[config.mk]
export PLATFORM = sky130hd
export DESIGN_NAME = wrdp_queue
export DESIGN_NICKNAME = d
export VERILOG_FILES = /design/src/design/wrdp_pkg.sv /design/src/design/wrdp_queue.sv
export SDC_FILE = /design/constraint.sdc
export NUM_CORES = 1
export LEC_CHECK = 0
export BUFFER_PORTS_ARGS = -buffer_cell sky130_fd_sc_hd__clkbuf_2
export CAP_MARGIN = 30
export CORE_ASPECT_RATIO = 0.8
export CORE_UTILIZATION = 40
export DETAILED_ROUTE_END_ITERATION = 16
export GPL_TIMING_DRIVEN = 1
export PLACE_DENSITY = 0.67
export SLEW_MARGIN = 20
export SYNTH_ARGS = -nofsm -noshare
export SYNTH_HDL_FRONTEND = slang
export SYNTH_SLANG_ARGS = --single-unit
[constraint.sdc]
create_clock -name aclk -period 3.25 [get_ports aclk]
set_input_delay 0.325 -clock aclk [delete_from_list [all_inputs] [get_ports aclk]]
set_output_delay 0.325 -clock aclk [all_outputs]
set_load 0.02 [all_outputs]
[src/design/wrdp_pkg.sv]
// Shared types and fixed-point constants for the wall ray distance predictor.
package wrdp_pkg;

    localparam int ANGLE_BITS     = 16;
    localparam int QBITS          = ANGLE_BITS - 2;
    localparam int TRIG_FRAC_BITS = 15;
    localparam int POS_FRAC_BITS  = 7;

    localparam int TRIG_W  = 17;
    localparam int POS_W   = 18;
    localparam int FIELD_W = 15;
    localparam int DIST_W  = 16;

    // Polynomial coefficients of the quarter-wave sine, Q20.
    localparam logic [16:0] PC = 17'd74235;
    localparam logic [19:0] PB = 20'd672758;
    localparam logic [20:0] PA = 21'd1647099;

    localparam logic [ANGLE_BITS-1:0] QTURN       = ANGLE_BITS'(1 << QBITS);
    localparam logic [FIELD_W-1:0]    FIELD_RESET = 15'd18432;

    typedef logic signed [TRIG_W-1:0] trig_t;
    typedef logic signed [POS_W-1:0]  pos_t;

    typedef struct packed {
        pos_t  sx;
        pos_t  sy;
        trig_t vx;
        trig_t vy;
    } ray_t;

    typedef struct packed {
        logic empty;
        logic full;
    } q_stat_t;

endpackage

[src/design/wrdp_queue.sv]
// Short register queue between the front and back pipelines.
module wrdp_queue import wrdp_pkg::*; #(
    parameter int DEPTH = 4
) (
    input  logic                       aclk,
    input  logic                       aresetn,
    input  logic                       push,
    input  ray_t                       din,
    input  logic                       pop,
    output ray_t                       dout,
    output q_stat_t                    stat,
    output logic [$clog2(DEPTH+1)-1:0] count
);

    localparam int PTR_W = $clog2(DEPTH);
    localparam int CNT_W = $clog2(DEPTH+1);

    ray_t             mem_reg [DEPTH];
    logic [PTR_W-1:0] wr_ptr_reg, rd_ptr_reg;
    logic [CNT_W-1:0] cnt_reg;

    always_ff @(posedge aclk) begin
        if (!aresetn) begin
            wr_ptr_reg <= '0;
            rd_ptr_reg <= '0;
            cnt_reg    <= '0;
        end else begin
            if (push) begin
                wr_ptr_reg <= (wr_ptr_reg == PTR_W'(DEPTH-1)) ? '0 : wr_ptr_reg + 1'b1;
            end
            if (pop) begin
                rd_ptr_reg <= (rd_ptr_reg == PTR_W'(DEPTH-1)) ? '0 : rd_ptr_reg + 1'b1;
            end
            if (push && !pop) begin
                cnt_reg <= cnt_reg + 1'b1;
            end else if (pop && !push) begin
                cnt_reg <= cnt_reg - 1'b1;
            end
        end
    end

    always_ff @(posedge aclk) begin
        if (push) begin
            mem_reg[wr_ptr_reg] <= din;
        end
    end

    assign dout       = mem_reg[rd_ptr_reg];
    assign stat.empty = (cnt_reg == '0);
    assign stat.full  = (cnt_reg == CNT_W'(DEPTH));
    assign count      = cnt_reg;

endmodule

==> reports/metrics.csv, run 1 <==
stage,metric,value,unit
cells_and_area,Fillers,2068,
timing,RSZ-0062 raised after global routing,no,
placement,hpwl dp,11260,um
setup_path,critical path startpoint category,flip-flop,
pwr,combinational share of power,10.3,%
cells_and_area,Util after Layout,49.59,%
drt,WL/cell,19.23,um
setup_path,biggest cell delay along the critical path,590,ps
run,Max Cap Viol,0,
logic_synthesis,area fraction of the dominant cell type after synthesis,79.08,%
timing,final setup fails,0,
timing,Rel. slew slack,60.90,%
pwr,sequential power share,54.9,%
floorplan,Starting Density,41.37,%
pwr,VDD IR max,375.1,uV
floorplan,die footprint,0.02724,mm^2
logic_synthesis,post-synth net total,491,
drt,Final ANT Viol Nets,0,
global_routing,GR Util met1,18.20,%
global_routing,routing usage on met2,23.94,%
pwr,Net Sw Frac,22.17,%
clocking,H-tree lvl count,1,
logic_synthesis,asr flop ratio synth,0,%
global_routing,Tot GR Track Use,14.09,%
setup_path,R2R depth,4,
setup_path,r2r setup slk,1410,ps
floorplan,chip height,147.8,um
global_routing,first-pass GRT wire length,28920,um
floorplan,die width,184.3,um
pwr,Clk pwr share,34.8,%
global_routing,grt ovf,0,
logic_synthesis,Synth Cell Area,0.01063,mm^2
timing,Min Hold Slack,26.51,ps
setup_path,critical path required time,2920,ps
timing,fmax,0.4038,GHz
clocking,CTS tree,done,
status,status,"complete, no violations",
setup_path,critical path endpoint category,output pin,
clocking,Root Buffer,clkbuf_16,
clocking,Post-CTS Resized,0,
logic_synthesis,Area contributors post-synth,"edfxtp_1 (79%), mux4_2 (15%), dfxtp_1 (1.7%)",
pwr,total power draw,7.876,mW
timing,Layout Skew,25.16,ps
timing,ratio of final minimum period to clock period,76.21,%
setup_path,worst setup path end,dout[36],
cells_and_area,max FFs per register,280,
cells_and_area,Syn-to-layout area delta,19.86,%
logic_synthesis,number of synthesized flops with an enable pin,280,
drt,"wirelength, routed",18640,um
cells_and_area,Antenna diodes,0,
cells_and_area,share of post-route cells with drive strength above 1,42.39,%
setup_path,crit path DAT,2150,ps
clocking,worst skew pair latency,530,ps
placement,pre-CTS setup slack,1259,ps
timing,final hold vios,0,
cells_and_area,multi-input logic area,0.001849,mm^2
clocking,Max Root-Sink Buffers,3,
logic_synthesis,Post-Syn Instances,410,
global_routing,GR peak layer,met2,
timing,slew at the pin closest to its max-slew limit,586.4,ps
setup_path,Critical R2R Launch,wr_ptr_reg[0],
floorplan,Core Area,0.02570,mm^2
min_path,hold path depth,1,
drt,via/cell ratio,4.901,
global_routing,met3 GRT Util,3.375,%
drt,via count,4749,
cells_and_area,most frequent cells in the layout,"edfxtp_1 (280), clkbuf_2 (148), mux4_2 (70), clkbuf_16 (27), dlygate4sd3_1 (22)",
drt,DRC,0,
pwr,Pwr Density,618.0,mW/mm^2
logic_synthesis,sequential area share after synthesis,80.77,%
cells_and_area,Final nets,680,
pwr,P_int,6.130,mW
global_routing,initial antenna violation count,0,
logic_synthesis,Yosys Warn Count,0,
cells_and_area,"most common cell after layout, fill and taps aside",edfxtp_1,
logic_synthesis,"area leader, netlist",edfxtp_1,
global_routing,number of global-route vias before repair,5314,
placement,GP Congestion,0.6732,
floorplan,Core Rows,52,
clocking,CTS Buf Count,27,
timing,Final TNS setup,0,ps
setup_path,worst reg2reg path endpoint,mem_reg[2][19],
placement,port bufs,148,
logic_synthesis,Cell variety after synth,22,
timing,final worst setup slack,773.2,ps
clocking,Post-CTS Repair Setup Buffers,0,
setup_path,WS Path Type,reg2out,
global_routing,pin count of the biggest net entering global routing,71,
logic_synthesis,post-synthesis sequential element count,289,
pwr,Switching Power,1.746,mW
timing,Max Transition Viols Final,0,
drt,TritonRoute pass-1 iters,4,
logic_synthesis,Main synth FF type,edfxtp_1,
clocking,Worst-path clk slew,60,ps
drt,DR iter-0 viols,292,
timing,Final Critical Period,2477,ps
logic_synthesis,syn_area_per_cell,25.93,um^2
floorplan,total I/O pin count,149,
clocking,clk sinks,289,
setup_path,critical path's slowest cell,mux4_2,
cells_and_area,storage element area,0.008596,mm^2
setup_path,CP max FO,70,
min_path,worst hold path class,in2reg,
pwr,P_leak,4.302,nW
setup_path,"Cell Chain, Critical Path",buf_12 -> mux4_2 -> clkbuf_2,
## worst min-delay path by stage
stage / slack [ps] / end / startpoint
CTS: 0.07 / mem_reg[1][5] / din[5]
detailed placement: 520 / count[2] / count[2]
global placement: 500 / count[2] / count[2]
finish: 30 / mem_reg[1][5] / din[5]
floorplan: 420 / mem_reg[0][0] / din[0]
global route: 3 / mem_reg[2][36] / din[36]
## metal layers
layer / vias to the layer above / wire, um
met5: - / 0
met4: 0 / 349
met3: 28 / 1220
met2: 149 / 9217
met1: 2441 / 7848
li1: 2131 / -
## cell type report
| class | instances | share of cell area, % |
|---|---|---|
| Sequential cell | 289 | 67.45 |
| Multi-Input combinational cell | 101 | 14.51 |
| Clock inverter | 11 | 0.4025 |
| Timing Repair Buffer | 176 | 8.482 |
| Inverter | 4 | 0.1178 |
| Clock buffer | 37 | 5.596 |
| Tap cell | 351 | 3.446 |
## synthesized netlist by cell type (2+ instances only)
master,count
and2_1,5
buf_12,7
buf_2,7
dfxtp_1,9
edfxtp_1,280
ha_1,6
inv_1,4
mux2i_1,4
mux4_2,70
nor2b_1,5
nor3_1,2
## per-stage QoR
step | cell area, um^2 | std cells
floorplan | 10630 | 410
global placement | 11740 | 898
detailed placement | 11760 | 899
CTS | 12740 | 969
global route | 12740 | 969
finish | 12740 | 969
## cell families (layout without fill, tap and decap cells)
logic type / Yosys count / after routing / synth area share (%)
compound gates: 3 / 3 / 0.1883
xor+xnor: 2 / 2 / 0.1648
fa+ha+maj: 7 / 7 / 0.8943
buf+inv: 20 / 228 / 1.930
flops: 289 / 289 / 80.77
mux: 74 / 74 / 15.20
simple gates: 15 / 15 / 0.8473
## critical path: cells and delay by family, from the launching register on
| family | cells | cell delay (ps) |
|---|---|---|
| buffers and inverters | 2 | 630 |
| flip-flops | 1 | 350 |
| multiplexers | 1 | 590 |
## repair_timing
action	4_1_cts	5_1_grt
endpoints found under the hold margin	78	0
hold buffers	22	0
setup endpoints to repair	0	0
## power by group through the flow
stage / clock network, mW / logic [mW] / registers (mW)
6_report: 2.74 / 0.810 / 4.32
3_5_place_dp: 0 / 0.807 / 4.40
4_1_cts: 2.83 / 0.832 / 4.33
2_1_floorplan: 0 / 0.528 / 4.39
3_3_place_gp: 0 / 0.784 / 4.39
5_1_grt: 2.95 / 0.875 / 4.34
No activity file was read; power rests on OpenSTA's default activity.
==> run 2, diff against run 1 <==
Clock period 3.25 ns to 2.5 ns, I/O delays scaled along.
==> reports/metrics.csv, run 2 (synthesis results as in run 1) <==
stage,metric,value,unit,change
global_routing,grt ovf,0,,unchanged
cells_and_area,post-route non-filler standard cell count,1044,,+7.7%
timing,Min Hold Slack,103.6,ps,+77.06 ps
cells_and_area,Final Instance Area,0.01358,mm^2,+6.5%
cells_and_area,multi-input logic area,0.001849,mm^2,unchanged
cells_and_area,Fillers,1987,,-3.9%
timing,Max Transition Viols Final,0,,unchanged
drt,TritonRoute pass-1 iters,6,,+2
timing,final worst setup slack,149.9,ps,-623.3 ps
cells_and_area,most frequent cells in the layout,"edfxtp_1 (280), clkbuf_2 (148), dlygate4sd3_1 (71), mux4_2 (70), clkbuf_16 (29)",,
cells_and_area,storage element area,0.008596,mm^2,unchanged
floorplan,Core Area,0.02570,mm^2,unchanged
setup_path,critical path endpoint category,output pin,,
timing,slew at the pin closest to its max-slew limit,526.8,ps,-59.65 ps
pwr,sequential power share,51.2,%,-3.7 points
setup_path,critical path startpoint category,flip-flop,,
placement,hpwl dp,12250,um,+8.8%
clocking,clk sinks,289,,unchanged
run,Max Cap Viol,0,,unchanged
drt,DR iter-0 viols,368,,+26%
pwr,P_leak,4.704,nW,+9.3%
setup_path,WS Path Type,reg2out,,
clocking,Worst-path clk slew,60,ps,about the same
drt,via/cell ratio,4.899,,about the same
setup_path,biggest cell delay along the critical path,630,ps,+40 ps
placement,Cells after DPL,909,,+1.1%
pwr,Pwr Density,809.4,mW/mm^2,+31%
cells_and_area,Util after Layout,52.84,%,+3.2 points
cells_and_area,Antenna diodes,0,,unchanged
timing,Final TNS setup,0,ps,unchanged
placement,pre-CTS setup slack,597.3,ps,-661.5 ps
global_routing,Tot GR Track Use,14.96,%,+0.86 points
pwr,VDD IR max,466.6,uV,+24%
global_routing,first-pass GRT wire length,30770,um,+6.4%
clocking,CTS tree,done,,
timing,final setup fails,0,,unchanged
min_path,hold_sp,pop,,
clocking,H-tree lvl count,1,,unchanged
setup_path,crit path DAT,2100,ps,-50 ps
global_routing,initial antenna violation count,0,,unchanged
pwr,total power draw,10.99,mW,+40%
setup_path,critical path's slowest cell,dfxtp_4,,
drt,"wirelength, routed",19950,um,+7.0%
setup_path,"Cell Chain, Critical Path",buf_4 -> mux4_2 -> clkbuf_2,,
pwr,combinational share of power,10.6,%,+0.3 points
floorplan,Core Rows,52,,unchanged
drt,Final ANT Viol Nets,0,,unchanged
setup_path,critical path required time,2250,ps,-670 ps
clocking,Root Buffer,clkbuf_16,,
placement,GP Congestion,0.7263,,+7.9%
timing,final hold vios,0,,unchanged
setup_path,worst reg2reg path endpoint,mem_reg[1][20],,
min_path,worst hold path class,in2reg,,
pwr,Switching Power,2.407,mW,+38%
setup_path,Critical R2R Launch,wr_ptr_reg[0],,
min_path,hold path depth,3,,+2
drt,via count,5115,,+7.7%
cells_and_area,"most common cell after layout, fill and taps aside",edfxtp_1,,
timing,Layout Skew,16.44,ps,-8.724 ps
global_routing,number of global-route vias before repair,5493,,+3.4%
pwr,Net Sw Frac,21.90,%,-0.27 points
floorplan,total I/O pin count,149,,unchanged
drt,WL/cell,19.11,um,-0.64%
floorplan,die width,184.3,um,unchanged
cells_and_area,share of post-route cells with drive strength above 1,41.99,%,-0.40 points
timing,Final Critical Period,2350,ps,
clocking,CTS Buf Count,28,,+3.7%
cells_and_area,max FFs per register,280,,unchanged
timing,fmax,0.4255,GHz,
pwr,P_int,8.584,mW,+40%
placement,area of placed instances,0.01185,mm^2,+0.74%
timing,RSZ-0062 raised after global routing,no,,
floorplan,die footprint,0.02724,mm^2,unchanged
cells_and_area,Final nets,752,,+11%
status,status,"complete, no violations",,
clocking,worst skew pair latency,530,ps,about the same
clocking,Max Root-Sink Buffers,3,,unchanged
global_routing,pin count of the biggest net entering global routing,32,,-55%
placement,port bufs,148,,unchanged
floorplan,Starting Density,41.37,%,unchanged
floorplan,chip height,147.8,um,unchanged
timing,ratio of final minimum period to clock period,94.00,%,
pwr,Clk pwr share,38.3,%,+3.5 points
cells_and_area,Syn-to-layout area delta,27.71,%,
timing,Rel. slew slack,64.88,%,+4.0 points
setup_path,r2r setup slk,770,ps,-640 ps
setup_path,R2R depth,3,,-1
setup_path,CP max FO,27,,-61%
drt,DRC,0,,unchanged
run 2: cell types whose count changed in the layout (fill, tap and decap cells not counted), sizes merged, moves of 4 or more:
| cell | change |
|---|---|
| buf | +22 |
| bufinv | +4 |
| clkbuf | -4 |
| clkinv | +4 |
| dlygate4sd3 | +49 |
run 2: layout make-up:
type                       count  share of cell area [%]
timing repair buffer         247                   12.88
multi-input combinational    101                   13.62
inverter                       4                  0.1106
tap                          351                   3.234
clock inverter                19                   1.401
sequential                   289                   63.30
clock buffer                  33                   5.455
run 2: timing repair:
item / 4_1_cts / 5_1_grt
resized for setup: 0 / 0
setup buffers: 0 / 12
endpoints found under the setup margin: 0 / 33
hold buffers: 71 / 0
endpoints found under the hold margin: 281 / 0
run 2: worst max path at each step:
stage | from | to | slack, ps | cells after the start
after global routing | flip-flop | dout[60] | 40 | 3
after CTS | flip-flop | dout[11] | 20 | 3
final | flip-flop | dout[60] | 150 | 3
after detailed placement | flip-flop | dout[11] | 600 | 3
after floorplan | wr_ptr_reg[0] | mem_reg[3][0] | 640 | 2
after global placement | flip-flop | dout[11] | 610 | 3
run 2: routing by layer:
metal  vias up  track usage, %  part of all wire (%)
li1       2272               -                     -
met1      2643           20.46                    43
met2       168           24.81                    49
met3        32           3.080                   6.0
met4         0           3.333                   1.6
met5         -               0                     0
run 2: critical path: cells and delay by family, from the launching register on:
kind     cells  cell delay, ps
buf+inv      2             540
flops        1             630
mux          1             360
run 2: power groups by stage:
stage / clock network (mW) / logic, mW / registers, mW
global placement: 0 / 1.04 / 5.72
floorplan: 0 / 0.687 / 5.70
detailed placement: 0 / 1.06 / 5.74
finish: 4.21 / 1.16 / 5.63
global route: 4.50 / 1.25 / 5.64
CTS: 4.30 / 1.16 / 5.63
==> run 3, diff against run 2 <==
--- a/config.mk
+++ b/config.mk
@@ -7,3 +7,2 @@
 export LEC_CHECK = 0
-export BUFFER_PORTS_ARGS = -buffer_cell sky130_fd_sc_hd__clkbuf_2
 export CAP_MARGIN = 30
@@ -12,4 +11,5 @@
 export DETAILED_ROUTE_END_ITERATION = 16
+export DONT_BUFFER_PORTS = 1
 export GPL_TIMING_DRIVEN = 1
-export PLACE_DENSITY = 0.67
+export PLACE_DENSITY = 0.62
 export SLEW_MARGIN = 20
==> constraint.sdc (replaced) <==
create_clock -name aclk -period 2.5 [get_ports aclk]
set_input_delay 0.125 -clock aclk [delete_from_list [all_inputs] [get_ports aclk]]
set_output_delay 0.125 -clock aclk [all_outputs]
set_load 0.02 [all_outputs]
==> reports/metrics.csv, run 3 (synthesis results as in run 1) <==
stage,metric,value,unit,change
timing,final worst setup slack,350.2,ps,+200.3 ps
pwr,Clk pwr share,35.3,%,-3.0 points
drt,DR iter-0 viols,313,,-15%
placement,GP Congestion,0.7280,,+0.23%
timing,RSZ-0062 raised after global routing,no,,
drt,Routed met2 length,9039,um,-7.5%
cells_and_area,max FFs per register,280,,unchanged
clocking,clk sinks,289,,unchanged
timing,final setup fails,0,,unchanged
timing,Rel. slew slack,55.86,%,-9.0 points
global_routing,Tot GR Track Use,14.56,%,-0.40 points
clocking,Worst-path clk slew,60,ps,about the same
clocking,CTS Buf Count,27,,-3.6%
floorplan,chip height,147.8,um,unchanged
global_routing,grt ovf,0,,unchanged
setup_path,critical path required time,2380,ps,+130 ps
cells_and_area,"most common cell after layout, fill and taps aside",edfxtp_1,,
drt,DR WL met3,1786,um,+50%
pwr,Pwr Density,807.9,mW/mm^2,-0.20%
setup_path,CP max FO,33,,+22%
drt,M1 wire length,8097,um,-6.6%
timing,slew at the pin closest to its max-slew limit,660.7,ps,+133.9 ps
timing,Final Critical Period,2150,ps,-200.3 ps
setup_path,r2r setup slk,790,ps,+20 ps
global_routing,initial antenna violation count,2,,+2
drt,via count,4517,,-12%
pwr,Switching Power,2.290,mW,-4.9%
floorplan,Core Rows,52,,unchanged
placement,hpwl dp,11560,um,-5.7%
timing,ratio of final minimum period to clock period,85.99,%,-8.0 points
run,Max Cap Viol,0,,unchanged
pwr,P_leak,3.940,nW,-16%
timing,Final TNS setup,0,ps,unchanged
clocking,worst skew pair latency,530,ps,about the same
timing,final hold vios,0,,unchanged
clocking,Max Root-Sink Buffers,3,,unchanged
global_routing,pin count of the biggest net entering global routing,35,,+9.4%
drt,"wirelength, routed",19330,um,-3.1%
min_path,worst hold path class,in2reg,,
drt,TritonRoute pass-1 iters,4,,-2
drt,DRC,0,,unchanged
timing,Max Transition Viols Final,0,,unchanged
placement,port bufs,0,,-100%
drt,highest metal used,met4,,
timing,fmax,0.4652,GHz,+9.3%
timing,Min Hold Slack,50.86,ps,-52.71 ps
global_routing,number of global-route vias before repair,4980,,-9.3%
clocking,H-tree lvl count,1,,unchanged
floorplan,die footprint,0.02724,mm^2,unchanged
setup_path,critical path startpoint category,flip-flop,,
pwr,sequential power share,55.4,%,+4.2 points
drt,Final ANT Viol Nets,0,,unchanged
clocking,Post-CTS Resized,0,,unchanged
placement,pre-CTS setup slack,758.9,ps,+161.6 ps
cells_and_area,most frequent cells in the layout,"edfxtp_1 (280), dlygate4sd3_1 (74), mux4_2 (70), clkbuf_16 (27), clkinv_1 (11)",,
cells_and_area,share of post-route cells with drive strength above 1,22.54,%,-19 points
cells_and_area,Syn-to-layout area delta,18.39,%,
setup_path,crit path DAT,2020,ps,-80 ps
timing,Layout Skew,14.18,ps,-2.263 ps
cells_and_area,Fillers,2079,,+4.6%
status,status,"complete, no violations",,
floorplan,Core Area,0.02570,mm^2,unchanged
cells_and_area,Final nets,591,,-21%
global_routing,first-pass GRT wire length,29690,um,-3.5%
floorplan,die width,184.3,um,unchanged
pwr,VDD IR max,556.9,uV,+19%
clocking,Root Buffer,clkbuf_16,,
setup_path,critical path endpoint category,output pin,,
drt,WL/cell,21.94,um,+15%
setup_path,WS Path Type,reg2out,,
pwr,total power draw,10.17,mW,-7.5%
pwr,P_int,7.879,mW,-8.2%
clocking,CTS tree,done,,
drt,via/cell ratio,5.127,,+4.6%
floorplan,Starting Density,41.37,%,unchanged
pwr,Net Sw Frac,22.52,%,+0.62 points
floorplan,total I/O pin count,149,,unchanged
pwr,combinational share of power,9.4,%,-1.2 points
run 3: cell count changes in the layout (fill, tap and decap cells not counted), sizes merged:
cell / change
buf: -15
bufinv: -4
dlygate4sd3: +3
clkbuf: -148
clkinv: -1
diode: +2
clkinvlp: -1
inv: +1
run 3: repair_timing:
action,CTS,global route
setup buffers,0,0
setup endpoints to repair,0,0
endpoints found under the hold margin,289,0
hold buffers,74,0
run 3: metal layers:
layer / GRT usage (%) / vias to the layer above
met5: 0 / -
met4: 3.542 / 0
met3: 5.568 / 30
met2: 23.24 / 161
met1: 18.83 / 2371
li1: - / 1955
run 3: through the flow:
| stage | area (um^2) | util [%] | std cells |
|---|---|---|---|
| 3_3_place_gp | 11080 | 43.13 | 758 |
| 6_report | 12590 | 48.98 | 881 |
| 4_1_cts | 12580 | 48.96 | 879 |
| 3_5_place_dp | 11080 | 43.13 | 758 |
| 2_1_floorplan | 10640 | - | 410 |
| 5_1_grt | 12590 | 48.98 | 881 |
run 3: worst paths after layout:
kind / start / end / cells after the start
worst max register to register: wr_ptr_reg[0] / mem_reg[1][22] / 3
worst min register to register: rd_ptr_reg[1] / flip-flop / 2
worst max-delay path: flip-flop / dout[13] / 2
worst min-delay path: push / count[1] / 3
run 3: cell type report:
type / instances / area, um^2 / area share [%]
Antenna cell: 2 / 5.005 / 0.03976
Clock buffer: 33 / 698.2 / 5.546
Clock inverter: 14 / 60.06 / 0.4771
Inverter: 4 / 15.01 / 0.1193
Multi-Input combinational cell: 101 / 1849 / 14.69
Sequential cell: 289 / 8596 / 68.28
Tap cell: 351 / 439.2 / 3.489
Timing Repair Buffer: 87 / 925.9 / 7.355
run 3: critical path, cell delays in order, from the launching register on:
cell,delay (ps)
dfxtp_4,500
buf_12,320
mux4_2,650
run 3: power by group through the flow:
| stage | registers, mW | logic (mW) | clock network, mW |
|---|---|---|---|
| CTS | 5.64 | 0.971 | 3.70 |
| finish | 5.63 | 0.951 | 3.58 |
| floorplan | 5.70 | 0.687 | 0 |
| detailed placement | 5.74 | 0.825 | 0 |
| global placement | 5.73 | 0.811 | 0 |
| global route | 5.65 | 1.02 | 3.87 |
